**src/hw/rtl/i2cms_pkg.sv**
```systemverilog
// ----------------------------------------------------------------------------
// i2cms_pkg: shared types and constants of the I2C transfer sequencer
// Item layouts, command codes, operation codes and register indexes.
// ----------------------------------------------------------------------------
package i2cms_pkg;

  // Send buffer depth, set by the 4-bit byte_index field
  localparam int unsigned MaxBytes = 16;
  localparam int unsigned IdxW     = 4;
  localparam int unsigned CntW     = 5;

  localparam logic [CntW-1:0] MaxCount = CntW'(MaxBytes);

  // Configuration register indexes
  localparam logic CfgTimeout   = 1'b0;
  localparam logic CfgSlaveAddr = 1'b1;

  localparam logic [15:0] TimeoutReset = 16'd10000;

  typedef enum logic [1:0] {
    OpLoad  = 2'd0,
    OpStart = 2'd1,
    OpTick  = 2'd2
  } op_e;

  typedef enum logic [2:0] {
    CmdNone   = 3'd0,
    CmdStart  = 3'd1,
    CmdStop   = 3'd2,
    CmdAddrW  = 3'd3,
    CmdAddrR  = 3'd4,
    CmdSend   = 3'd5,
    CmdAckOn  = 3'd6,
    CmdAckOff = 3'd7
  } cmd_e;

  typedef struct packed {
    logic [1:0]      operation;
    logic [IdxW-1:0] byte_index;
    logic [7:0]      data_byte;
    logic [CntW-1:0] send_count;
    logic [CntW-1:0] receive_count;
    logic            bus_busy;
    logic            start_sent;
    logic            write_addr_acked;
    logic            byte_transmitted;
    logic            transfer_finished;
    logic            read_addr_acked;
    logic            byte_received;
  } in_item_t;

  typedef struct packed {
    cmd_e            command;
    logic [7:0]      command_byte;
    logic [4:0]      status;
    logic [CntW-1:0] bytes_written;
    logic [CntW-1:0] bytes_read;
    logic            read_valid;
    logic [7:0]      read_byte;
    logic            last;
  } out_item_t;

  // Outcome of one input item, queued between front and back
  typedef struct packed {
    logic            two;
    cmd_e            cmd0;
    logic [7:0]      byte0;
    cmd_e            cmd1;
    logic [7:0]      byte1;
    logic [4:0]      status;
    logic [CntW-1:0] written;
    logic [CntW-1:0] read;
    logic            rvalid;
    logic [7:0]      rbyte;
  } step_t;

endpackage

```
**src/hw/rtl/i2cms_front.sv**
```systemverilog
// ----------------------------------------------------------------------------
// i2cms_front: item intake and transfer phase machine
// Classifies each item, updates the phase state and send buffer, and
// produces the commands and status of that item.
// ----------------------------------------------------------------------------
module i2cms_front
  import i2cms_pkg::*;
(
  input  logic       clk_i,
  input  logic       rst_ni,
  input  logic       cfg_we_i,
  input  logic       cfg_idx_i,
  input  logic [15:0] cfg_wdata_i,
  input  logic       acc_i,
  input  in_item_t   item_i,
  output step_t      step_o
);

  typedef enum logic [4:0] {
    PhIdle       = 5'd0,
    PhBusFree    = 5'd1,
    PhWrStart    = 5'd2,
    PhWrAddr     = 5'd3,
    PhWrByte     = 5'd4,
    PhWrDone     = 5'd5,
    PhRdStart    = 5'd6,
    PhRdAddr     = 5'd7,
    PhRdByte     = 5'd8,
    PhErrBusFree = 5'd9,
    PhErrWrStart = 5'd10,
    PhErrWrAddr  = 5'd11,
    PhErrWrByte  = 5'd12,
    PhErrWrDone  = 5'd13,
    PhErrRdStart = 5'd14,
    PhErrRdAddr  = 5'd15,
    PhErrRdByte  = 5'd16
  } phase_e;

  phase_e          phase_q, phase_d;
  logic [16:0]     elapsed_q, elapsed_d;
  logic [CntW-1:0] wlen_q, wlen_d, rlen_q, rlen_d;
  logic [CntW-1:0] wcnt_q, wcnt_d, rcnt_q, rcnt_d;
  logic [15:0]     timeout_q;
  logic [6:0]      addr_q;
  logic [7:0]      sbuf_q [MaxBytes];

  logic            active, met;
  logic [CntW-1:0] sc, rc, wcnt_inc, rcnt_inc;
  logic [IdxW-1:0] fetch_idx;
  op_e             op;

  assign op       = op_e'(item_i.operation);
  assign active   = (phase_q >= PhBusFree) && (phase_q <= PhRdByte);
  assign sc       = (item_i.send_count > MaxCount) ? MaxCount : item_i.send_count;
  assign rc       = (item_i.receive_count > MaxCount) ? MaxCount : item_i.receive_count;
  assign wcnt_inc = wcnt_q + CntW'(1);
  assign rcnt_inc = rcnt_q + CntW'(1);
  assign fetch_idx = (phase_q == PhWrAddr) ? '0 : wcnt_inc[IdxW-1:0];

  always_comb begin
    unique case (phase_q)
      PhBusFree:             met = !item_i.bus_busy;
      PhWrStart, PhRdStart:  met = item_i.start_sent;
      PhWrAddr:              met = item_i.write_addr_acked;
      PhWrByte:              met = item_i.byte_transmitted;
      PhWrDone:              met = item_i.transfer_finished;
      PhRdAddr:              met = item_i.read_addr_acked;
      PhRdByte:              met = item_i.byte_received;
      default:               met = 1'b0;
    endcase
  end

  always_comb begin
    phase_d   = phase_q;
    elapsed_d = elapsed_q;
    wlen_d    = wlen_q;
    rlen_d    = rlen_q;
    wcnt_d    = wcnt_q;
    rcnt_d    = rcnt_q;
    step_o    = '0;
    step_o.cmd0 = CmdNone;
    step_o.cmd1 = CmdNone;

    if (acc_i) begin
      unique case (op)
        OpStart: begin
          if (!active && ((sc != '0) || (rc != '0))) begin
            wlen_d    = sc;
            rlen_d    = rc;
            wcnt_d    = '0;
            rcnt_d    = '0;
            elapsed_d = '0;
            phase_d   = PhBusFree;
          end
        end
        OpTick: begin
          if (active) begin
            if (met) begin
              elapsed_d = '0;
              unique case (phase_q)
                PhBusFree: begin
                  if (wlen_q != '0) begin
                    step_o.cmd0 = CmdStart;
                    phase_d     = PhWrStart;
                  end else begin
                    step_o.cmd0 = CmdAckOn;
                    step_o.cmd1 = CmdStart;
                    step_o.two  = 1'b1;
                    phase_d     = PhRdStart;
                  end
                end
                PhWrStart: begin
                  step_o.cmd0  = CmdAddrW;
                  step_o.byte0 = {addr_q, 1'b0};
                  phase_d      = PhWrAddr;
                end
                PhWrAddr: begin
                  step_o.cmd0  = CmdSend;
                  step_o.byte0 = sbuf_q[fetch_idx];
                  phase_d      = PhWrByte;
                end
                PhWrByte: begin
                  wcnt_d = wcnt_inc;
                  if (wcnt_inc < wlen_q) begin
                    step_o.cmd0  = CmdSend;
                    step_o.byte0 = sbuf_q[fetch_idx];
                  end else begin
                    phase_d = PhWrDone;
                  end
                end
                PhWrDone: begin
                  if (rlen_q != '0) begin
                    step_o.cmd0 = CmdAckOn;
                    step_o.cmd1 = CmdStart;
                    step_o.two  = 1'b1;
                    phase_d     = PhRdStart;
                  end else begin
                    step_o.cmd0 = CmdStop;
                    phase_d     = PhIdle;
                  end
                end
                PhRdStart: begin
                  step_o.cmd0  = CmdAddrR;
                  step_o.byte0 = {addr_q, 1'b1};
                  phase_d      = PhRdAddr;
                end
                PhRdAddr: begin
                  if (rlen_q == CntW'(1)) step_o.cmd0 = CmdAckOff;
                  phase_d = PhRdByte;
                end
                default: begin
                  // Byte received: hand it out, release ACK before the last one
                  step_o.rvalid = 1'b1;
                  step_o.rbyte  = item_i.data_byte;
                  rcnt_d        = rcnt_inc;
                  if (rcnt_inc < rlen_q) begin
                    if ((rcnt_inc + CntW'(1)) == rlen_q) step_o.cmd0 = CmdAckOff;
                  end else begin
                    step_o.cmd0 = CmdStop;
                    phase_d     = PhIdle;
                  end
                end
              endcase
            end else if (elapsed_q > {1'b0, timeout_q}) begin
              if (phase_q != PhBusFree) step_o.cmd0 = CmdStop;
              phase_d = phase_e'(phase_q + 5'd8);
            end else begin
              elapsed_d = elapsed_q + 17'd1;
            end
          end
        end
        default: ;
      endcase
    end

    step_o.status  = phase_d;
    step_o.written = wcnt_d;
    step_o.read    = rcnt_d;
  end

  always_ff @(posedge clk_i or negedge rst_ni) begin
    if (!rst_ni) begin
      phase_q   <= PhIdle;
      elapsed_q <= '0;
      wlen_q    <= '0;
      rlen_q    <= '0;
      wcnt_q    <= '0;
      rcnt_q    <= '0;
      timeout_q <= TimeoutReset;
      addr_q    <= '0;
    end else begin
      phase_q   <= phase_d;
      elapsed_q <= elapsed_d;
      wlen_q    <= wlen_d;
      rlen_q    <= rlen_d;
      wcnt_q    <= wcnt_d;
      rcnt_q    <= rcnt_d;
      if (cfg_we_i) begin
        unique case (cfg_idx_i)
          CfgTimeout:   timeout_q <= cfg_wdata_i;
          CfgSlaveAddr: addr_q    <= cfg_wdata_i[6:0];
          default: ;
        endcase
      end
    end
  end

  // Send buffer: payload only, no reset
  always_ff @(posedge clk_i) begin
    if (acc_i && (op == OpLoad)) begin
      sbuf_q[item_i.byte_index] <= item_i.data_byte;
    end
  end

  a_phase_range: assert property (@(posedge clk_i) disable iff (!rst_ni)
    phase_q <= PhErrRdByte) else $error("phase out of range");

  a_wcnt_bound: assert property (@(posedge clk_i) disable iff (!rst_ni)
    wcnt_q <= wlen_q) else $error("written count passed write length");

  a_rcnt_bound: assert property (@(posedge clk_i) disable iff (!rst_ni)
    rcnt_q <= rlen_q) else $error("read count passed read length");

endmodule

```
**src/hw/rtl/i2cms_queue.sv**
```systemverilog
// ----------------------------------------------------------------------------
// i2cms_queue: short queue of per-item outcomes
// Register-based FIFO between the phase machine and the result sender.
// ----------------------------------------------------------------------------
module i2cms_queue
  import i2cms_pkg::*;
#(
  parameter int unsigned Depth = 4
) (
  input  logic  clk_i,
  input  logic  rst_ni,
  input  logic  push_i,
  input  step_t push_data_i,
  output logic  full_o,
  input  logic  pop_i,
  output logic  empty_o,
  output step_t head_o
);

  localparam int unsigned PtrW = (Depth > 1) ? $clog2(Depth) : 1;
  localparam int unsigned CntQW = $clog2(Depth + 1);

  step_t            mem_q [Depth];
  logic [PtrW-1:0]  wptr_q, rptr_q;
  logic [CntQW-1:0] cnt_q;

  assign full_o  = (cnt_q == CntQW'(Depth));
  assign empty_o = (cnt_q == '0);
  assign head_o  = mem_q[rptr_q];

  function automatic logic [PtrW-1:0] wrap_inc(input logic [PtrW-1:0] p);
    return (p == PtrW'(Depth - 1)) ? '0 : p + PtrW'(1);
  endfunction

  always_ff @(posedge clk_i or negedge rst_ni) begin
    if (!rst_ni) begin
      wptr_q <= '0;
      rptr_q <= '0;
      cnt_q  <= '0;
    end else begin
      if (push_i) wptr_q <= wrap_inc(wptr_q);
      if (pop_i)  rptr_q <= wrap_inc(rptr_q);
      if (push_i && !pop_i)      cnt_q <= cnt_q + CntQW'(1);
      else if (pop_i && !push_i) cnt_q <= cnt_q - CntQW'(1);
    end
  end

  always_ff @(posedge clk_i) begin
    if (push_i) mem_q[wptr_q] <= push_data_i;
  end

endmodule

```
**src/hw/rtl/i2cms_back.sv**
```systemverilog
// ----------------------------------------------------------------------------
// i2cms_back: result sender
// Splits each queued outcome into one or two result items.
// ----------------------------------------------------------------------------
module i2cms_back
  import i2cms_pkg::*;
(
  input  logic      clk_i,
  input  logic      rst_ni,
  input  logic      empty_i,
  input  step_t     head_i,
  output logic      pop_o,
  output logic      out_valid_o,
  input  logic      out_ready_i,
  output out_item_t out_item_o
);

  logic sel_q;
  logic last;

  assign last        = !head_i.two || sel_q;
  assign out_valid_o = !empty_i;
  assign pop_o       = out_valid_o && out_ready_i && last;

  always_comb begin
    out_item_o.command       = sel_q ? head_i.cmd1 : head_i.cmd0;
    out_item_o.command_byte  = sel_q ? head_i.byte1 : head_i.byte0;
    out_item_o.status        = head_i.status;
    out_item_o.bytes_written = head_i.written;
    out_item_o.bytes_read    = head_i.read;
    out_item_o.read_valid    = head_i.rvalid;
    out_item_o.read_byte     = head_i.rbyte;
    out_item_o.last          = last;
  end

  always_ff @(posedge clk_i or negedge rst_ni) begin
    if (!rst_ni) begin
      sel_q <= 1'b0;
    end else if (out_valid_o && out_ready_i) begin
      sel_q <= !last;
    end
  end

  a_sel_two: assert property (@(posedge clk_i) disable iff (!rst_ni)
    sel_q |-> (!empty_i && head_i.two)) else $error("second result without pair");

endmodule

```
**src/hw/rtl/i2c_master_transfer_sequencer_top.sv**
```systemverilog
// Results: an accepted item's outcome is registered in the outcome queue,
// which absorbs bursts. Throughput: one input item per cycle while the queue
// has room; an item that issues two commands yields two result items.
// Reset: phase idle, counters zero, timeout 10000, slave address 0; the
// send buffer is not cleared and holds garbage until loaded.
// ----------------------------------------------------------------------------
// i2c_master_transfer_sequencer_top: I2C master write-then-read sequencer
// Loads a send buffer, runs the START / address / data / STOP sequence from
// ticked peripheral flags, and reports commands and phase status.
// ----------------------------------------------------------------------------
module i2c_master_transfer_sequencer_top
  import i2cms_pkg::*;
#(
  parameter int unsigned QueueDepth = 4
) (
  input  logic        clk_i,
  input  logic        rst_ni,
  input  logic        cfg_we_i,
  input  logic        cfg_idx_i,
  input  logic [15:0] cfg_wdata_i,
  input  logic        in_valid_i,
  output logic        in_ready_o,
  input  in_item_t    in_item_i,
  output logic        out_valid_o,
  input  logic        out_ready_i,
  output out_item_t   out_item_o
);

  logic  in_acc;
  logic  q_full, q_empty, q_pop;
  step_t step, head;

  // Accept whenever the outcome queue has room; the front does its work
  // in the accepting cycle and pushes the outcome straight away.
  assign in_ready_o = !q_full;
  assign in_acc     = in_valid_i && in_ready_o;

  // Front: classify the item, advance the phase machine, build commands
  i2cms_front u_front (
    .clk_i       (clk_i),
    .rst_ni      (rst_ni),
    .cfg_we_i    (cfg_we_i),
    .cfg_idx_i   (cfg_idx_i),
    .cfg_wdata_i (cfg_wdata_i),
    .acc_i       (in_acc),
    .item_i      (in_item_i),
    .step_o      (step)
  );

  // Queue: decouple intake from a stalled result port
  i2cms_queue #(
    .Depth (QueueDepth)
  ) u_queue (
    .clk_i       (clk_i),
    .rst_ni      (rst_ni),
    .push_i      (in_acc),
    .push_data_i (step),
    .full_o      (q_full),
    .pop_i       (q_pop),
    .empty_o     (q_empty),
    .head_o      (head)
  );

  // Back: hand out one or two result items per outcome
  i2cms_back u_back (
    .clk_i       (clk_i),
    .rst_ni      (rst_ni),
    .empty_i     (q_empty),
    .head_i      (head),
    .pop_o       (q_pop),
    .out_valid_o (out_valid_o),
    .out_ready_i (out_ready_i),
    .out_item_o  (out_item_o)
  );

  a_pop_nonempty: assert property (@(posedge clk_i) disable iff (!rst_ni)
    q_pop |-> !q_empty) else $error("pop from empty queue");

endmodule
```
**config.mk**
```make
export PLATFORM = sky130hd
export DESIGN_NAME = i2c_master_transfer_sequencer_top
export DESIGN_NICKNAME = d
export VERILOG_FILES = /design/src/hw/rtl/i2cms_pkg.sv /design/src/hw/rtl/i2cms_front.sv /design/src/hw/rtl/i2cms_queue.sv /design/src/hw/rtl/i2cms_back.sv /design/src/hw/rtl/i2c_master_transfer_sequencer_top.sv
export SDC_FILE = /design/constraint.sdc
export NUM_CORES = 1
export LEC_CHECK = 0
export BUFFER_PORTS_ARGS = -buffer_cell sky130_fd_sc_hd__buf_2
export CORE_MARGIN = 2
export CORE_UTILIZATION = 39
export CTS_BUF_LIST = sky130_fd_sc_hd__clkbuf_8
export DETAILED_ROUTE_END_ITERATION = 12
export SLEW_MARGIN = 30
export SYNTH_ARGS = -nofsm -noshare
export SYNTH_HDL_FRONTEND = slang
export SYNTH_HIERARCHICAL = 1
export SYNTH_SLANG_ARGS = --single-unit
```
**constraint.sdc**
```tcl
create_clock -name clk_i -period 4.3 [get_ports clk_i]
set_clock_uncertainty 0.2 [all_clocks]
set_input_delay 0.43 -clock clk_i [delete_from_list [all_inputs] [get_ports clk_i]]
set_output_delay 0.43 -clock clk_i [all_outputs]
set_load 0.005 [all_outputs]
```
-- Word level (Yosys, flattened, before mapping)
Memory sizes are Yosys's and may differ from the RTL's.
Cells that the tools add are included.
- register bits after elaboration: 73
- RAM bits: 284
- input port bits: 53
- output and inout bits: 38
- word-level logic and storage cells: 151
- memories: 2
- memory list (memory ; depth ; bits a word ; rd ports ; clocked after memory_dff ; write ports ; line ; source):
    u_queue.mem_q ; 4 ; 39 ; 1 ; 0 ; 1 ; i2cms_queue.sv:23 ; step_t mem_q [Depth];
    u_front.sbuf_q ; 16 ; 8 ; 1 ; 0 ; 1 ; i2cms_front.sv:45 ; logic [7:0] sbuf_q [MaxBytes];
- add/sub/neg operators: 9
- magnitude comparators: 7
- equal/unequal tests: 19
- mux-type cells: 69
- bitwise operators: 1
- reduce and logical (&&, ||, !) cells: 32
- operator list (kind ; count):
    5-bit 2-to-1 mux ; 19
    17-bit 2-to-1 mux ; 4
    15-bit 2-to-1 mux ; 3
    9-bit 2-to-1 mux ; 5
    3-bit 2-to-1 mux ; 12
    5-bit one-hot mux with 7 select lines ; 1
    17-bit one-hot mux with 2 select lines ; 1
    8-bit one-hot mux with 4 select lines ; 1
    5-bit one-hot mux with 2 select lines ; 3
    11-bit 2-to-1 mux ; 2
    3-bit one-hot mux with 7 select lines ; 1
    5-bit by 3-bit equality test with 1-bit output, second input constant ; 4
    5-bit nonzero test ; 4
    17-bit by 1-bit adder with 17-bit output, second input constant ; 1
    17-bit by 16-bit > comparator with 1-bit output ; 1
    5-bit by 1-bit adder with 5-bit output, second input constant ; 3
    5-bit by 1-bit equality test with 1-bit output, second input constant ; 2
    5-bit by 2-bit equality test with 1-bit output, second input constant ; 2
    5-bit > comparator, second input constant ; 2
    5-bit less-than comparator ; 2
    1-bit 2-to-1 mux ; 9
    1-bit logical AND ; 8
    1-bit logical NOT ; 8
    8-bit 2-to-1 mux ; 1
    29 further kinds ; 38

-- Logic depth before layout (Yosys ltp)
- depth in word-level cells: 10
- gate-level depth with buffers: 12
- depth with buffers taken out: 11

-- Cells and area by module
The synthesis kept the hierarchy.
- by module, submodules not included (module ; instances ; cells each ; area each (um^2) ; seq. area each (um^2)):
    i2cms_front ; 1 ; 858 ; 9794.4 ; 5476.5
    i2cms_queue ; 1 ; 283 ; 7219.4 ; 5820.6
    i2cms_back ; 1 ; 44 ; 420.4 ; 25.0
    i2c_master_transfer_sequencer_top ; 1 ; 2 ; 10.0 ; 0.0

-- Worst setup path before layout
No wires, ideal clock.
- kind: register to register
- start point: register, netlist name u_front/wcnt_q[0]
- end point: memory u_queue/mem_q[0][45] (netlist name), data pin
- library setup time: 0.290 ns
- data arrival time: 2.841 ns
- required time: 3.810 ns
- path slack: 0.969 ns
- stages on the path, launching flop included: 11
- buffers on the path: 1
- clock period less this slack: 3.331 ns
- path through: dfrtp_1 > ha_1 > xnor2_1 > inv_1 > clkbuf_1 > ha_1 > o211ai_1 > o21ai_0 > a211oi_1 > a31oi_1 > a2111oi_0
- RTL lines (element ; line):
    end: declaration ; i2cms_queue.sv:23

==> metrics.md <==
| Metric | Value |
|---|---|
| Tmin final | `between 3 and 4 ns` |
| Max-slew violations | `0` |
| Pwr Density | `565 nW/um2` |
| Routed WL | `40,500 um` |
| # hold bufs at CTS | `43` |
| Total die area | `~46,000 um2` |
| Avg Vias per Cell | `around 5.3` |
| Synth top area cells | `edfxtp_1 (54%), dfrtp_1 (9.8%), mux4_2 (5.9%), ha_1 (2.9%), nand2_1 (2.0%)` |
| Worst hold margin | `-0.0116 ns` |
| Die width | `215 um` |
| Grt total ovfl | `0` |
| CTS tree | `yes` |
| Met2 Wirelength | `18,400 um` |
| Detailed Routing Iterations Pass 1 | `7` |
| RSZ-0062 raised after global routing | `no` |
| Detailed Route Iter0 Violations | `889` |
| Largest stage delay on the critical path | `about 0.86 ns` |
| Sequential cell area fraction in the yosys report | `0.649` |
| Initial antenna violation count | `3` |
| CP cell instances | `buf_4 > mux4_2 > mux2_2 > buf_2` |
| CP bufs+invs | `2` |
| # setup viols final | `0` |
| H-tree lvl count | `2` |
| Largest net degree at the start of global routing | `50` |
| Req. time, crit path | `3.67 ns` |
| Maximum clock frequency | `271 MHz` |
| Met3 wire length | `2540 um` |
| # Post-CTS Setup Buffers | `0` |
| Register Area | `between 10,000 and 15,000 um2` |
| Nets | `around 1,400` |
| Leakage | `~7.3 nW` |
| Final Instance Area | `~20,000 um2` |
| Worst-path fanout max | `34` |
| Multiplexer share of the synthesized area | `0.0992` |
| Fillcell total | `3,932` |
| Synth Cell Area | `17,400 um2` |
| Max-Cap Viols | `0` |
| Synth Area in XOR/XNOR | `0.00932` |
| Area of the multi-input gates | `between 5000 and 6000 um2` |
| Top layer in use | `met5` |
| Post-synthesis compound-gate area fraction | `0.0856` |
| CTS root buf | `clkbuf_8` |
| Crit start category | `flip-flop` |
| Later-pin clock latency in the skew report | `between 0.6 and 0.7 ns` |
| Die H | `215 um` |
| Port bufs | `90` |
| Synthesized-area fraction occupied by and/or/nand/nor cells | `0.0869` |
| Most used DFF post-synth | `edfxtp_1` |
| Largest family of logic cells by synthesized area | `multiplexers` |
| IO Pins | `about 90` |
| Max IR drop VDD | `0.000255 V` |
| Worst Tran Pin Value | `between 0.9 and 1 ns` |
| GPL Wtd Cong | `0.876` |
| Yosys top cell by area | `edfxtp_1` |
| Status | `finished with violations` |
| Number of cells produced by synthesis | `roughly 1,200` |
| Ys async rst share | `0.188` |
| Row count | `77` |
| Remaining DRCs | `0` |
| Critical Path AT | `3.06 ns` |
| Placed Instances | `1,830` |
| HPWL Detailed | `around 27,000 um` |
| Clock buffer count from CTS | `61` |
| Failing checks | `hold timing` |
| Slowest-stage cell, CP | `dfrtp_4` |
| Syn Area/Cell | `14.7 um2` |
| Vias in the first global route | `10,600` |
| Adder and majority gate portion of the synthesized area | `0.0298` |
| Routed via count | `10,500` |
| CP endpoint kind | `output port` |
| Placed Area | `18,400 um2` |
| Top cell type's share of synthesized area | `0.544` |
| Initial core utilization | `0.394` |
| Yosys warnings | `6` |
| Layout cell share with drive strength beyond 1 | `0.236` |
| CP Class | `reg -> out` |
| Core Area | `44,200 um2` |
| Hold/Removal Path Class | `in -> reg` |
| CTS resizes | `0` |
| All-Layer GR Usage | `0.176` |
| CTS Sinks | `389` |
| CTS clk-pin slew, worst paths | `about 0.060 ns` |
| Yosys reg bits | `389` |
| CP delay by family, top | `multiplexers` |
| Area grow syn2layout | `15.7%` |
| Routed WL per cell | `20.3 um` |
| Fin cells | `1,991` |
| First-pass GRT wire length | `62,600 um` |
| Metal-1 WL | `roughly 19,000 um` |
| Slew headroom | `0.335` |
| Setup TNS | `0 ns` |
| Library cells used by synthesis | `88` |
| Final hold viol count | `4` |
| CTS max path bufs | `3` |
| Antenna Nets Post-Route | `0` |
| Period utilization | `0.859` |
| Post-synth EDFFs | `316` |
[worst paths after layout]
check / slack, ns / cells past startpoint / endpoint / from
setup / recovery: 0.61 / 4 / out_item_o[32] / u_queue/rptr_q[0]
hold / removal: -0.01 / 4 / u_front/timeout_q[9] / cfg_idx_i
setup reg to reg: 0.69 / 7 / u_queue/mem_q[0][40] / u_front/phase_q[0]
hold reg to reg: 0.29 / 1 / u_queue/cnt_q[2] / u_queue/cnt_q[2]
max in group asynchronous: 2.82 / 3 / u_front/timeout_q[4] / rst_ni
min in group asynchronous: 0.17 / 2 / u_queue/wptr_q[0] / rst_ni
[cells in the mapped netlist, types with 5 or more instances]
master    count
nor3_1       21
o21ai_1       6
and3_1       12
mux2i_1      11
a211o_1       7
nand4_1      13
nand2_1      92
nor2_1       45
inv_1        47
mux2_4        9
a31oi_1       9
a211oi_1      5
nor3b_1       6
mux2_2       26
and2_1       19
clkbuf_1     20
nand3_1      24
o31ai_1       9
a32o_1        7
a221oi_1      7
a22oi_1       8
o21ai_0      59
xor2_1        6
a222oi_1      6
xnor2_1      10
mux4_2       46
dfstp_2       5
mux2_1        8
nand2b_1     14
a221o_1      12
buf_4        40
buf_2        10
dfrtp_1      68
or3_1        10
edfxtp_1    316
ha_1         40
a21oi_1      42
[area by class of cell]
class / count / share of cell area
Antenna cell: 2 / 0.000248
Clock buffer: 71 / 0.0484
Clock inverter: 45 / 0.0157
Inverter: 48 / 0.00893
Multi-Input combinational cell: 680 / 0.272
Sequential cell: 389 / 0.561
Tap cell: 592 / 0.0367
Timing Repair Buffer: 164 / 0.0566
[registers in the layout, indices dropped and copies added (netlist names)]
signal and cells:
u_front/addr_q 7, u_front/rcnt_q 5, u_front/elapsed_q 17, u_front/sbuf_q 128, u_queue/cnt_q 3, u_queue/rptr_q 2, u_queue/wptr_q 2, u_front/phase_q 5
u_front/rlen_q 5, u_front/wcnt_q 5, u_front/wlen_q 5, u_back/sel_q 1, u_front/timeout_q 16, u_queue/mem_q 188
[where the power goes]
part	switching, mW	internal [mW]
registers	0.389	4.65
logic	1.66	1.47
clock network	1.47	1.76
total	3.51	7.88
[through the flow]
stage | hold slack (ns) | total power, mW | worst slack, ns | util
after floorplan | -0.0656 | 7.39 | 0.969 | -
after global placement | 0.281 | 8.21 | 0.904 | 0.417
after detailed placement | 0.287 | 8.25 | 0.809 | 0.417
after CTS | 0.00334 | 11.5 | 0.483 | 0.456
after global routing | 0.00107 | 12.0 | 0.397 | 0.456
final | -0.0116 | 11.4 | 0.605 | 0.456
[cell families (layout without fill, tap and decap cells)]
kind of cell / after synthesis / in the layout
muxes: 103 / 103
other: 1 / 12
adders and majority gates: 41 / 41
and+or+nand+nor: 292 / 292
xor gates and xnor gates: 17 / 17
AOI/OAI and AO/OA: 217 / 217
DFF: 389 / 389
buffers and inverters: 127 / 328
[layout by cell type, fill, tap and decap left out, types with 30 or more instances in the layout]
master,synthesis,layout
a21oi_1,42,42
buf_2,10,89
buf_4,40,30
clkbuf_8,0,71
dfrtp_1,68,66
dlygate4sd3_1,0,43
edfxtp_1,316,316
ha_1,40,40
inv_1,47,60
mux4_2,46,46
nand2_1,92,92
nor2_1,45,44
o21ai_0,59,59
[tightest hold or removal path, stage by stage]
cell and delay, ns:
buf_2 0.11, nor2b_4 0.11, nand2_1 0.09, o21ai_0 0.07
[metal layers]
metal | track usage | up-vias
li1 | - | 4894
met4 | 0.0508 | 2
met1 | 0.250 | 5217
met2 | 0.271 | 340
met5 | 0 | -
met3 | 0.0385 | 71
No activity file was read; power rests on OpenSTA's default activity.
